==> src/rtl/pcl_pkg.sv <==
// Package with shared constants, codes and types of the permutation cycle length core.
package pcl_pkg;

   localparam int ALPHABET_DEF    = 26;
   localparam int TABLE_COUNT_DEF = 3;

   localparam int SEL_W      = 2;
   localparam int ENTRY_W    = 5;
   localparam int OUT_W      = 5;
   localparam int REQ_DATA_W = 16;
   localparam int RSP_DATA_W = 16;

   localparam logic REQ_WRITE   = 1'b0;
   localparam logic REQ_COMPUTE = 1'b1;

   typedef enum logic [3:0] {
      ST_IDLE,
      ST_CLEAR,
      ST_SCAN,
      ST_WALK,
      ST_HIST_WR,
      ST_FINISH,
      ST_EMIT_RD,
      ST_EMIT_CHK,
      ST_EMIT
   } state_type;

endpackage

==> src/rtl/pcl_ram.sv <==
// Generic single-port-write, single-port-read RAM with registered read data.
module pcl_ram #(
   parameter int WIDTH = 8,
   parameter int DEPTH = 32
) (
   input  logic                     clock,
   input  logic                     wr_en,
   input  logic [$clog2(DEPTH)-1:0] wr_addr,
   input  logic [WIDTH-1:0]         wr_data,
   input  logic [$clog2(DEPTH)-1:0] rd_addr,
   output logic [WIDTH-1:0]         rd_data
);

   logic [WIDTH-1:0] mem_ff [DEPTH];
   logic [WIDTH-1:0] rd_data_ff;

   always_ff @(posedge clock) begin
      if (wr_en) begin
         mem_ff[wr_addr] <= wr_data;
      end
      rd_data_ff <= mem_ff[rd_addr];
   end

   assign rd_data = rd_data_ff;

endmodule

==> src/rtl/permutation_cycle_lengths_core.sv <==
// Top level of the permutation cycle length core: table writes, cycle walk and sorted output.
//
//   Channel   Direction  Beat contents
//   req_      in         tuser: req_type; tdata: table_sel, entry_index, entry_value,
//                        entry_defined
//   rsp_      out        tuser: no_cycles; tlast: is_last; tdata: cycle_length, cycle_total
//
// A write beat is taken in the idle state. A compute clears the length histogram, scans
// the start letters, walks each cycle letter by letter and counts each closed cycle in the
// histogram, then scans the length levels from the top (read, check, emit), sends the
// result beats and finishes; the pace is set by the single read port of the table RAM and
// of the histogram RAM.
// Reset clears the defined flags and the control state at once, with no clearing pass.
// A stalled result beat holds the core in its emit state; once the last beat of a compute
// sits in the output register, the next request beat is taken.
module permutation_cycle_lengths_core #(
   parameter int ALPHABET    = pcl_pkg::ALPHABET_DEF,
   parameter int TABLE_COUNT = pcl_pkg::TABLE_COUNT_DEF
) (
   input  logic                            clock,
   input  logic                            reset,
   input  logic                            req_tvalid,
   output logic                            req_tready,
   // table_sel[1:0], entry_index[6:2], entry_value[11:7], entry_defined[12], zero fill
   input  logic [pcl_pkg::REQ_DATA_W-1:0]  req_tdata,
   // req_type[0]
   input  logic [0:0]                      req_tuser,
   output logic                            rsp_tvalid,
   input  logic                            rsp_tready,
   // cycle_length[4:0], cycle_total[9:5], zero fill
   output logic [pcl_pkg::RSP_DATA_W-1:0]  rsp_tdata,
   // no_cycles[0]
   output logic [0:0]                      rsp_tuser,
   output logic                            rsp_tlast
);

   localparam int IDX_W   = $clog2(ALPHABET);
   localparam int LEN_W   = $clog2(ALPHABET + 1);
   localparam int ENTRIES = TABLE_COUNT * ALPHABET;
   localparam int TADDR_W = $clog2(ENTRIES);

   logic [pcl_pkg::SEL_W-1:0]   req_sel;
   logic [pcl_pkg::ENTRY_W-1:0] req_index;
   logic [pcl_pkg::ENTRY_W-1:0] req_value;
   logic                        req_def;
   logic                        req_kind;
   logic [TADDR_W-1:0]          wr_entry;

   pcl_pkg::state_type state_ff, state_in;
   logic [TADDR_W-1:0]  base_ff, base_in;
   logic [IDX_W-1:0]    start_ff, start_in;
   logic [IDX_W-1:0]    clr_ff, clr_in;
   logic [LEN_W-1:0]    len_ff, len_in;
   logic [LEN_W-1:0]    total_ff, total_in;
   logic [LEN_W-1:0]    emit_cnt_ff, emit_cnt_in;
   logic [LEN_W-1:0]    lvl_ff, lvl_in;
   logic [LEN_W-1:0]    rem_ff, rem_in;
   logic [ALPHABET-1:0] visited_ff, visited_in;
   logic [ENTRIES-1:0]  defined_ff, defined_in;

   logic                       rsp_valid_ff, rsp_valid_in;
   logic [pcl_pkg::OUT_W-1:0]  rsp_len_ff, rsp_len_in;
   logic [pcl_pkg::OUT_W-1:0]  rsp_total_ff, rsp_total_in;
   logic                       rsp_last_ff, rsp_last_in;
   logic                       rsp_empty_ff, rsp_empty_in;

   logic                 perm_we;
   logic [TADDR_W-1:0]   perm_waddr;
   logic [IDX_W-1:0]     perm_wdata;
   logic [TADDR_W-1:0]   perm_raddr;
   logic [IDX_W-1:0]     perm_rdata;
   logic                 hist_we;
   logic [IDX_W-1:0]     hist_waddr;
   logic [LEN_W-1:0]     hist_wdata;
   logic [IDX_W-1:0]     hist_raddr;
   logic [LEN_W-1:0]     hist_rdata;

   logic               out_free;
   logic               last_start;
   logic [TADDR_W-1:0] start_entry;
   logic [TADDR_W-1:0] cur_entry;

   assign req_sel   = req_tdata[1:0];
   assign req_index = req_tdata[6:2];
   assign req_value = req_tdata[11:7];
   assign req_def   = req_tdata[12];
   assign req_kind  = req_tuser[0];
   assign wr_entry  = TADDR_W'(32'(req_sel) * ALPHABET + 32'(req_index));

   assign out_free    = !rsp_valid_ff || rsp_tready;
   assign last_start  = (start_ff == IDX_W'(ALPHABET - 1));
   assign start_entry = base_ff + TADDR_W'(start_ff);
   assign cur_entry   = base_ff + TADDR_W'(perm_rdata);

   pcl_ram #(.WIDTH(IDX_W), .DEPTH(ENTRIES)) u_perm_ram (
      .clock   (clock),
      .wr_en   (perm_we),
      .wr_addr (perm_waddr),
      .wr_data (perm_wdata),
      .rd_addr (perm_raddr),
      .rd_data (perm_rdata)
   );

   pcl_ram #(.WIDTH(LEN_W), .DEPTH(ALPHABET)) u_hist_ram (
      .clock   (clock),
      .wr_en   (hist_we),
      .wr_addr (hist_waddr),
      .wr_data (hist_wdata),
      .rd_addr (hist_raddr),
      .rd_data (hist_rdata)
   );

   always_ff @(posedge clock) begin
      if (reset) begin
         state_ff     <= pcl_pkg::ST_IDLE;
         visited_ff   <= '0;
         defined_ff   <= '0;
         total_ff     <= '0;
         emit_cnt_ff  <= '0;
         rsp_valid_ff <= 1'b0;
      end else begin
         state_ff     <= state_in;
         visited_ff   <= visited_in;
         defined_ff   <= defined_in;
         total_ff     <= total_in;
         emit_cnt_ff  <= emit_cnt_in;
         rsp_valid_ff <= rsp_valid_in;
      end
      base_ff      <= base_in;
      start_ff     <= start_in;
      clr_ff       <= clr_in;
      len_ff       <= len_in;
      lvl_ff       <= lvl_in;
      rem_ff       <= rem_in;
      rsp_len_ff   <= rsp_len_in;
      rsp_total_ff <= rsp_total_in;
      rsp_last_ff  <= rsp_last_in;
      rsp_empty_ff <= rsp_empty_in;
   end

   always_comb begin
      state_in     = state_ff;
      base_in      = base_ff;
      start_in     = start_ff;
      clr_in       = clr_ff;
      len_in       = len_ff;
      total_in     = total_ff;
      emit_cnt_in  = emit_cnt_ff;
      lvl_in       = lvl_ff;
      rem_in       = rem_ff;
      visited_in   = visited_ff;
      defined_in   = defined_ff;
      rsp_valid_in = rsp_valid_ff && !rsp_tready;
      rsp_len_in   = rsp_len_ff;
      rsp_total_in = rsp_total_ff;
      rsp_last_in  = rsp_last_ff;
      rsp_empty_in = rsp_empty_ff;
      req_tready   = 1'b0;
      perm_we      = 1'b0;
      perm_waddr   = wr_entry;
      perm_wdata   = IDX_W'(req_value);
      perm_raddr   = start_entry;
      hist_we      = 1'b0;
      hist_waddr   = clr_ff;
      hist_wdata   = '0;
      hist_raddr   = IDX_W'(len_ff - LEN_W'(1));

      unique case (state_ff)
         pcl_pkg::ST_IDLE: begin
            req_tready = 1'b1;
            if (req_tvalid) begin
               if (req_kind == pcl_pkg::REQ_WRITE) begin
                  if (32'(req_sel) < TABLE_COUNT && 32'(req_index) < ALPHABET) begin
                     perm_we              = 1'b1;
                     defined_in[wr_entry] = req_def && (32'(req_value) < ALPHABET);
                  end
               end else begin
                  visited_in  = '0;
                  total_in    = '0;
                  emit_cnt_in = '0;
                  clr_in      = '0;
                  start_in    = '0;
                  base_in     = TADDR_W'(32'(req_sel) * ALPHABET);
                  if (32'(req_sel) < TABLE_COUNT) begin
                     state_in = pcl_pkg::ST_CLEAR;
                  end else begin
                     state_in = pcl_pkg::ST_FINISH;
                  end
               end
            end
         end
         pcl_pkg::ST_CLEAR: begin
            hist_we = 1'b1;
            if (clr_ff == IDX_W'(ALPHABET - 1)) begin
               state_in = pcl_pkg::ST_SCAN;
            end else begin
               clr_in = clr_ff + IDX_W'(1);
            end
         end
         pcl_pkg::ST_SCAN: begin
            visited_in[start_ff] = 1'b1;
            if (!visited_ff[start_ff] && defined_ff[start_entry]) begin
               len_in   = LEN_W'(1);
               state_in = pcl_pkg::ST_WALK;
            end else if (last_start) begin
               state_in = pcl_pkg::ST_FINISH;
            end else begin
               start_in = start_ff + IDX_W'(1);
            end
         end
         pcl_pkg::ST_WALK: begin
            if (perm_rdata == start_ff) begin
               state_in = pcl_pkg::ST_HIST_WR;
            end else begin
               if (len_ff < LEN_W'(ALPHABET)) begin
                  visited_in[perm_rdata] = 1'b1;
               end
               if (len_ff < LEN_W'(ALPHABET) && defined_ff[cur_entry]) begin
                  perm_raddr = cur_entry;
                  len_in     = len_ff + LEN_W'(1);
               end else if (last_start) begin
                  state_in = pcl_pkg::ST_FINISH;
               end else begin
                  start_in = start_ff + IDX_W'(1);
                  state_in = pcl_pkg::ST_SCAN;
               end
            end
         end
         pcl_pkg::ST_HIST_WR: begin
            hist_waddr = IDX_W'(len_ff - LEN_W'(1));
            hist_wdata = hist_rdata + LEN_W'(1);
            if (total_ff < LEN_W'(ALPHABET)) begin
               hist_we  = 1'b1;
               total_in = total_ff + LEN_W'(1);
            end
            if (last_start) begin
               state_in = pcl_pkg::ST_FINISH;
            end else begin
               start_in = start_ff + IDX_W'(1);
               state_in = pcl_pkg::ST_SCAN;
            end
         end
         pcl_pkg::ST_FINISH: begin
            if (total_ff == '0) begin
               if (out_free) begin
                  rsp_valid_in = 1'b1;
                  rsp_len_in   = '0;
                  rsp_total_in = '0;
                  rsp_last_in  = 1'b1;
                  rsp_empty_in = 1'b1;
                  state_in     = pcl_pkg::ST_IDLE;
               end
            end else begin
               lvl_in   = LEN_W'(ALPHABET);
               state_in = pcl_pkg::ST_EMIT_RD;
            end
         end
         pcl_pkg::ST_EMIT_RD: begin
            hist_raddr = IDX_W'(lvl_ff - LEN_W'(1));
            state_in   = pcl_pkg::ST_EMIT_CHK;
         end
         pcl_pkg::ST_EMIT_CHK: begin
            rem_in   = hist_rdata;
            state_in = pcl_pkg::ST_EMIT;
         end
         pcl_pkg::ST_EMIT: begin
            if (emit_cnt_ff == total_ff) begin
               state_in = pcl_pkg::ST_IDLE;
            end else if (rem_ff == '0) begin
               lvl_in   = lvl_ff - LEN_W'(1);
               state_in = pcl_pkg::ST_EMIT_RD;
            end else if (out_free) begin
               rsp_valid_in = 1'b1;
               rsp_len_in   = pcl_pkg::OUT_W'(lvl_ff);
               rsp_total_in = pcl_pkg::OUT_W'(total_ff);
               rsp_last_in  = (emit_cnt_ff + LEN_W'(1) == total_ff);
               rsp_empty_in = 1'b0;
               rem_in       = rem_ff - LEN_W'(1);
               emit_cnt_in  = emit_cnt_ff + LEN_W'(1);
            end
         end
         default: begin
            state_in = pcl_pkg::ST_IDLE;
         end
      endcase
   end

   assign rsp_tvalid = rsp_valid_ff;
   assign rsp_tdata  = {{(pcl_pkg::RSP_DATA_W - 2 * pcl_pkg::OUT_W){1'b0}},
                        rsp_total_ff, rsp_len_ff};
   assign rsp_tuser  = rsp_empty_ff;
   assign rsp_tlast  = rsp_last_ff;

   a_walk_len: assert property (@(posedge clock) disable iff (reset)
      state_ff == pcl_pkg::ST_WALK |-> (len_ff != '0 && len_ff <= LEN_W'(ALPHABET)))
      else $error("Walk length left its range.");

   a_emit_count: assert property (@(posedge clock) disable iff (reset)
      emit_cnt_ff <= total_ff)
      else $error("More results emitted than cycles found.");

   a_emit_level: assert property (@(posedge clock) disable iff (reset)
      (state_ff == pcl_pkg::ST_EMIT && emit_cnt_ff != total_ff) |-> lvl_ff != '0)
      else $error("Length scan ran below one with results outstanding.");

   a_empty_beat: assert property (@(posedge clock) disable iff (reset)
      (rsp_tvalid && rsp_tuser[0]) |-> (rsp_tlast && rsp_tdata == '0))
      else $error("Empty result beat is not a lone zero beat.");

endmodule

==> config.mk <==
export PLATFORM = sky130hd
export DESIGN_NAME = permutation_cycle_lengths_core
export DESIGN_NICKNAME = d
export VERILOG_FILES = /design/src/rtl/pcl_pkg.sv /design/src/rtl/pcl_ram.sv /design/src/rtl/permutation_cycle_lengths_core.sv
export SDC_FILE = /design/constraint.sdc
export NUM_CORES = 1
export LEC_CHECK = 0
export BUFFER_PORTS_ARGS = -buffer_cell sky130_fd_sc_hd__buf_2
export CAP_MARGIN = 20
export CORE_MARGIN = 3
export CORE_UTILIZATION = 65
export CTS_CLUSTER_DIAMETER = 120
export DETAILED_ROUTE_END_ITERATION = 7
export GPL_TIMING_DRIVEN = 0
export PLACE_DENSITY = 0.93
export SLEW_MARGIN = 5
export SYNTH_ARGS = -nofsm -noshare
export SYNTH_HDL_FRONTEND = slang
export SYNTH_HIERARCHICAL = 1
export SYNTH_SLANG_ARGS = --single-unit
export TNS_END_PERCENT = 100
==> constraint.sdc <==
create_clock -name clock -period 8.8 [get_ports clock]
set_input_delay 1.76 -clock clock [delete_from_list [all_inputs] [get_ports clock]]
set_output_delay 1.76 -clock clock [all_outputs]
set_load 0.02 [all_outputs]
# [Yosys cells after proc, flatten, opt, wreduce, memory -nomap -nowiden]
# Memory sizes are Yosys's and may differ from the RTL's. A register that Yosys moved wholly into a read port is not among the register bits.
# Cells that the tools add are included.
# W data, S select, Z words.
[word_totals] regBits=162 ram_bits=520 inputBits=21 elab_cells=218 mem_count=2
[classes] add_sub_neg=12 mul=1 magnitude_cmp=13 n_eq_ne=35 muxes=101 bitwise=3 n_reduce_logical=35
[memory_table] name="u_perm_ram.mem_ff" words=78 width=5 read_ports=1 rd_ports_with_merged_regs=1 write_ports=1 line_no="pcl_ram.sv:14" source="logic [WIDTH-1:0] mem_ff [DEPTH];"
[memory_table] name="u_hist_ram.mem_ff" words=26 width=5 read_ports=1 rd_ports_with_merged_regs=1 write_ports=1 line_no="pcl_ram.sv:14"
[op_table] operator="$mux W5" n=31
[op_table] operator="$mux W26" n=4
[op_table] operator="$pmux W5 S2" n=8
[op_table] operator="$bwmux W78" n=1
[op_table] operator="$pmux W26 S3" n=1
[op_table] operator="$or A26 B26 Y26" n=2
[op_table] operator="$mux W4" n=11
[op_table] operator="$ne A2 B2 Y1 const B" n=18
[op_table] operator="$pmux W4 S9" n=1
[op_table] operator="$add A5 B1 Y5 const B" n=6
[op_table] operator="$mux W1" n=28
[op_table] operator="$lt A7 B8 Y1 const B" n=3
[op_table] operator="$reduce_and A4 Y1" n=6
[op_table] operator="$add A7 B5 Y7" n=3
[op_table] operator="$mux W7" n=3
[op_table] operator="$lt A5 B5 Y1 const B" n=4
[op_table] operator="$pmux W5 S4" n=1
[op_table] operator="$reduce_and A6 Y1" n=3
[op_table] operator="$eq A4 B3 Y1 const B" n=4
[op_table] operator="$eq A5 B5 Y1" n=3
[op_table] operator="$sub A5 B1 Y5 const B" n=3
[op_table] operator="$bmux W1 S7" n=2
[op_table] operator="$lt A5 B6 Y1 const B" n=2
[op_table] operator="$ne A3 B3 Y1 const B" n=4
[op_table] operator="25 further kinds" n=48

# [Logic depth before layout (Yosys ltp)]
[logic_depth] depth_word=8 mapped_depth=20

# [Hierarchy]
# The synthesis kept the hierarchy.
[modules_own_cells] module="pcl_ram at u_perm_ram" instances=1 cells_each=756 area_per_inst_um2=15527.4 seq_area_each_um2=11811.3
[modules_own_cells] module="permutation_cycle_lengths_core" instances=1 cells_each=1184 area_per_inst_um2=10059.6 seq_area_each_um2=3643.5
[modules_own_cells] module="pcl_ram at u_hist_ram" instances=1 cells_each=315 area_per_inst_um2=5368.9 seq_area_each_um2=4003.8

# [Least setup slack after synthesis]
# OpenSTA, ideal clock, no wires.
[synth_path] path_type="reg2reg" startpoint="register base_ff[3]" endpoint="register u_perm_ram.rd_data_ff[1], in the netlist u_perm_ram/rd_data[1], read port of u_perm_ram.mem_ff" arrival_ns=4.700 t_required_ns=8.669 setup_slack_ns=3.968 path_stages_with_launch=19 n_path_buf=5 period_less_slack_ns=4.832 cell_sequence="edfxtp_1 > ha_1 > fa_1 > clkbuf_1 > mux4_2 > mux4_2 > or3_1 > mux2i_1 > nor4_2 > buf_4 > mux2_2 > buf_4 > buf_4 > clkbuf_1 > mux4_2 > a22oi_1 > o311ai_0 > o21ai_1 > o211ai_1"
[synth_via] elab_chain_len=7 word_cells_on_any_way=8 classes_between="add/sub (2); mux (5); reduce/logical (1)"
[synth_lines] element="start: declaration" line_no="permutation_cycle_lengths_core.sv:50" source="logic [TADDR_W-1:0] base_ff, base_in;"
[synth_lines] element="start signal: assignment" line_no="permutation_cycle_lengths_core.sv:129" source="base_ff <= base_in;"
[synth_lines] element="$add A7 B5 Y7" line_no="permutation_cycle_lengths_core.sv:93" source="assign cur_entry = base_ff + TADDR_W'(perm_rdata);"
[synth_lines] element="$bmux W1 S7" line_no="permutation_cycle_lengths_core.sv:218" source="if (len_ff < LEN_W'(ALPHABET) && defined_ff[cur_entry]) begin"
[synth_lines] element="$mux W1 (implied by the code)" line_no="permutation_cycle_lengths_core.sv:218"
[synth_lines] element="$logic_and A1 B1 Y1" line_no="permutation_cycle_lengths_core.sv:218"
[synth_lines] element="$mux W7" line_no="permutation_cycle_lengths_core.sv:218"
[synth_lines] element="$mux W7" line_no="permutation_cycle_lengths_core.sv:212" source="if (perm_rdata == start_ff) begin"
[synth_lines] element="$mux W7 (*)" line_no="permutation_cycle_lengths_core.sv:168" source="unique case (state_ff)"
[synth_lines] element="via perm_raddr[4]" line_no="permutation_cycle_lengths_core.sv:70" source="logic [TADDR_W-1:0] perm_raddr;"
[synth_lines] element="end: declaration" line_no="pcl_ram.sv:15" source="logic [WIDTH-1:0] rd_data_ff;"
# The timed path passes the listed nets; every way through them passes the cells marked *. The select of a mux whose other input is x is not followed.
# A chain may end at the register's enable or synchronous reset.

# [Worst setup path after layout]
[layout_path] startpoint="register base_ff[3]" endpoint="register u_perm_ram.rd_data_ff[4], in the netlist u_perm_ram/rd_data[4], read port of u_perm_ram.mem_ff"
# The elaborated chain is that of the path after synthesis.

==> parameters.txt <==
Parameter                              Value

Synth
  Post-synthesis sequential element count    691
  Area of the mapped netlist    ~31000 um2
  Most used DFF post-synth    edfxtp_1
  Count of warnings emitted by yosys    6
  Average instance area after synthesis    13.7 um2
  Share of the yosys chip area belonging to registers    between 60% and 70%
  Number of enable-type register cells in the synthesized netlist    ~560
  Number of unique standard cell types used by synthesis    73
  Gate count of the mapped netlist    about 2300
  Post-synthesis async set-or-reset flop share    0%

GRT
  Maximum number of pins on one net before global-route repair    60
  Overall fraction of global-route tracks in use    33.7%
  Via count of the first global-routing pass    21300
  Number of antenna violations at the first check in global routing    1
  Global-route congestion overflow total    0
  Wire length of the first global-routing pass    between 100000 and 150000 um

Power and ir drop
  Share of total power in the clock network    27.0%
  Total chip power    about 11000 uW
  Sequential cell fraction of total power    35.9%
  Leak pwr    0.0113 uW
  Fraction of power consumed by combinational cells    roughly 37%
  Maximum vdd ir drop    0.249 mV
  Sw Ratio    36.1%
  Design internal power    6770 uW
  NetSw    between 3000 and 4000 uW
  Pwr dens    309 nW/um2

Die
  Initial cell density of the core    66.2%
  Number of primary I/O pins    41
  Area of the core region    ~47000 um2
  Die Footprint    50300 um2
  Die Span Y    around 220 um
  Site Rows    79
  Width of the die    224 um

Clock tree
  Number of clock buffers inserted by TritonCTS    69
  Clock Tree Root    clkbuf_16
  TritonCTS clock tree    yes
  Count of cells resized by post-cts repair    0
  CTS Hold Bufs    0
  Number of buffers inserted by post-CTS setup repair    0
  Worst-skew pair later-pin latency    0.63 ns
  Clock slew at reported path FFs    0.06 ns
  H-tree lvl count    3
  Total number of clock tree sinks    slightly below 700
  Bufs on Longest Clock Path    3

Detailed routing
  Via count    21700
  Amount of wire on met3 after detailed routing    10600 um
  Initial DRT Pass Iterations    8
  Post-detailed-route wirelength per cell    27.8 um
  Starting DRC count in detailed routing    3683
  Via density per instance    roughly 7
  Uppermost routed layer    met4
  Routed wl met2    41000 um
  Number of nets still failing antenna checks after routing    0
  Total DRC errors in the routed layout    1
  M1 wire length    28000 um
  Total wirelength of the detailed-routed design    84400 um

Setup path
  Endpoint arrival time on the critical path    7.32 ns
  Kind of launch point of the worst setup path    register
  Worst reg2reg setup slack    1.94 ns
  Worst stage delay on the critical path    0.60 ns
  Largest fanout on the critical path    10
  Library cell appearing most often on the critical path    buf_4
  Critical path data required time    slightly above 9 ns
  Cell chain of the critical path    ha_1 -> fa_1 -> clkbuf_1 -> buf_1 -> a211oi_1 -> a2111oi_0 -> mux2i_1 -> nor4_2 -> buf_4 -> mux2_2 -> buf_4 -> buf_4 -> clkbuf_1 -> mux4_2 -> a22oi_1 -> o311ai_0 -> o21ai_1 -> o211ai_1
  Endpoint class of the critical path    register
  Slowest-stage cell, CP    nor4_2
  Critical path class    register to register

STA
  Period Utilization, post-route    between 70% and 80%
  Setup repair after global routing missed its margin    false
  Period minus WS final    6.86 ns
  Final setup slack of the worst path    just under 2 ns
  Max_slew headroom    24.1%
  Clock Skew    0.0392 ns
  Setup Viol. Count Final    0
  Final Hold Viols    0
  Number of max-slew violations in the final report    0
  Slew at the pin with the worst max-slew slack    1.13 ns
  Setup TNS    0 ns
  Highest clock frequency the design can meet    0.146 GHz

Placement
  Hpwl dp    around 53000 um
  IO buf count    31
  Placement Setup Slack    2.32 ns
  Final estimated routing congestion in global placement    about 0.96

Layout
  Count of filler cells inserted in the layout    2645
  Number of nets in the final layout    2435
  Share of final-layout standard cells stronger than drive strength 1    14.7%
  Final core utilization    73.3%
  Growth of design area from synthesis to finish    10.8%

Flow run
  Reported max-cap violation count    0

Outcome
  Violations in the final reports    DRC
  Status    complete, but fails checks

Hold path
  Worst min-delay path category    register to register
registers in the layout (all words and copies together) (netlist names):
register	count
u_perm_ram/mem_ff	390
u_hist_ram/mem_ff	130
defined_ff	78
visited_ff	26
base_ff	5
clr_ff	5
emit_cnt_ff	5
len_ff	5
lvl_ff	5
rem_ff	5
rsp_len_ff	5
rsp_total_ff	5
start_ff	5
total_ff	5
u_hist_ram/rd_data	5
u_perm_ram/rd_data	5
state_ff	4
rsp_tlast	1
rsp_tuser	1
rsp_tvalid	1
cell families (layout without fill, tap and decap cells):
kind of cell               Yosys count  after routing  synth area share (%)
AOI/OAI and AO/OA                  292            292                  5.74
xor gates and xnor gates            53             53                  1.52
adders and majority gates           32             32                  1.37
buffers and inverters              176            349                  2.75
DFF                                691            691                  62.9
muxes                              244            244                  14.3
other                                1              7                0.0121
and+or+nand+nor                    766            766                  11.4
metrics by stage:
step	cells	hold slack [ns]	instance area [um2]
floorplan	2260	0.431	31000
global placement	2898	0.443	31900
detailed placement	2910	0.457	32100
CTS	3032	0.466	34200
global route	3041	0.489	34300
finish	3041	0.469	34300
critical path, delay by kind of cell (launching register included):
kind | cells | cell delay [ns]
buffers and inverters | 6 | 2.48
AO/OA/AOI/OAI | 6 | 1.57
multiplexers | 3 | 0.81
adder cells (fa/ha/maj) | 2 | 0.75
flip-flops | 1 | 0.47
AND/OR/NAND/NOR | 1 | 0.60
metal layers:
layer | vias up | global-route usage, %
met1 | 10400 | 42.7
li1 | 8843 | -
met3 | 427 | 8.24
met2 | 1967 | 55.8
met4 | 0 | 16.0
met5 | - | 0
placed cells by master, fill, tap and decap left out, types with 33 or more instances in the layout:
cell and count:
o21ai_0 35, mux2i_1 78, buf_2 52, dfxtp_1 129, nand2_1 247, clkbuf_1 109
edfxtp_1 562, nand3_1 150, inv_1 33, nor2_1 192, clkbuf_16 72, mux4_2 139
a21oi_1 144
synth_stat cells (13+ instances only):
master	count	share of area, %
buf_2	17	0.27
nand2_1	247	3.0
nor2b_1	19	0.38
nor3_1	26	0.42
ha_1	29	1.2
nand3_1	150	2.4
o211ai_1	13	0.32
o31ai_1	27	0.65
mux4_1	15	1.3
clkbuf_1	91	1.1
and3_1	17	0.34
nand2b_1	13	0.26
nor4_1	15	0.30
a22oi_1	20	0.49
mux2i_1	78	2.5
xnor2_1	29	0.82
mux4_2	139	10
edfxtp_1	562	55
o21ai_0	35	0.57
or3_1	19	0.38
a21oi_1	144	2.3
nor2_1	196	2.4
inv_1	33	0.40
dfxtp_1	129	8.3
buf_4	20	0.49
nand4_1	16	0.32
xor2_1	23	0.65
final timing paths:
kind | from | endpoint | cells past startpoint
min reg2reg | defined_ff[21] | defined_ff[21] | 2
min | defined_ff[21] | defined_ff[21] | 2
max reg2reg | base_ff[3] | u_perm_ram/rd_data[4] | 18
max | base_ff[3] | u_perm_ram/rd_data[4] | 18
power groups by stage:
| stage | clock, uW | sequential (uW) | combinational (uW) |
|---|---|---|---|
| after detailed placement | 0 | 3870 | 3660 |
| final | 2860 | 3810 | 3930 |
| after CTS | 2880 | 3800 | 3770 |
| after global routing | 2990 | 3820 | 4060 |
| after floorplan | 0 | 3840 | 2560 |
| after global placement | 0 | 3860 | 3460 |
cell type report:
cell class	instances	area [um2]	share of cell area (%)
timing repair buffer	51	382	1.11
tap	607	759	2.22
multi-input combinational	1393	10700	31.1
buffer	143	728	2.12
clock buffer	93	1910	5.57
clock inverter	29	243	0.708
antenna	1	2.50	0.00730
inverter	33	124	0.361
sequential	691	19500	56.8
(Power assumes the default switching activity.)
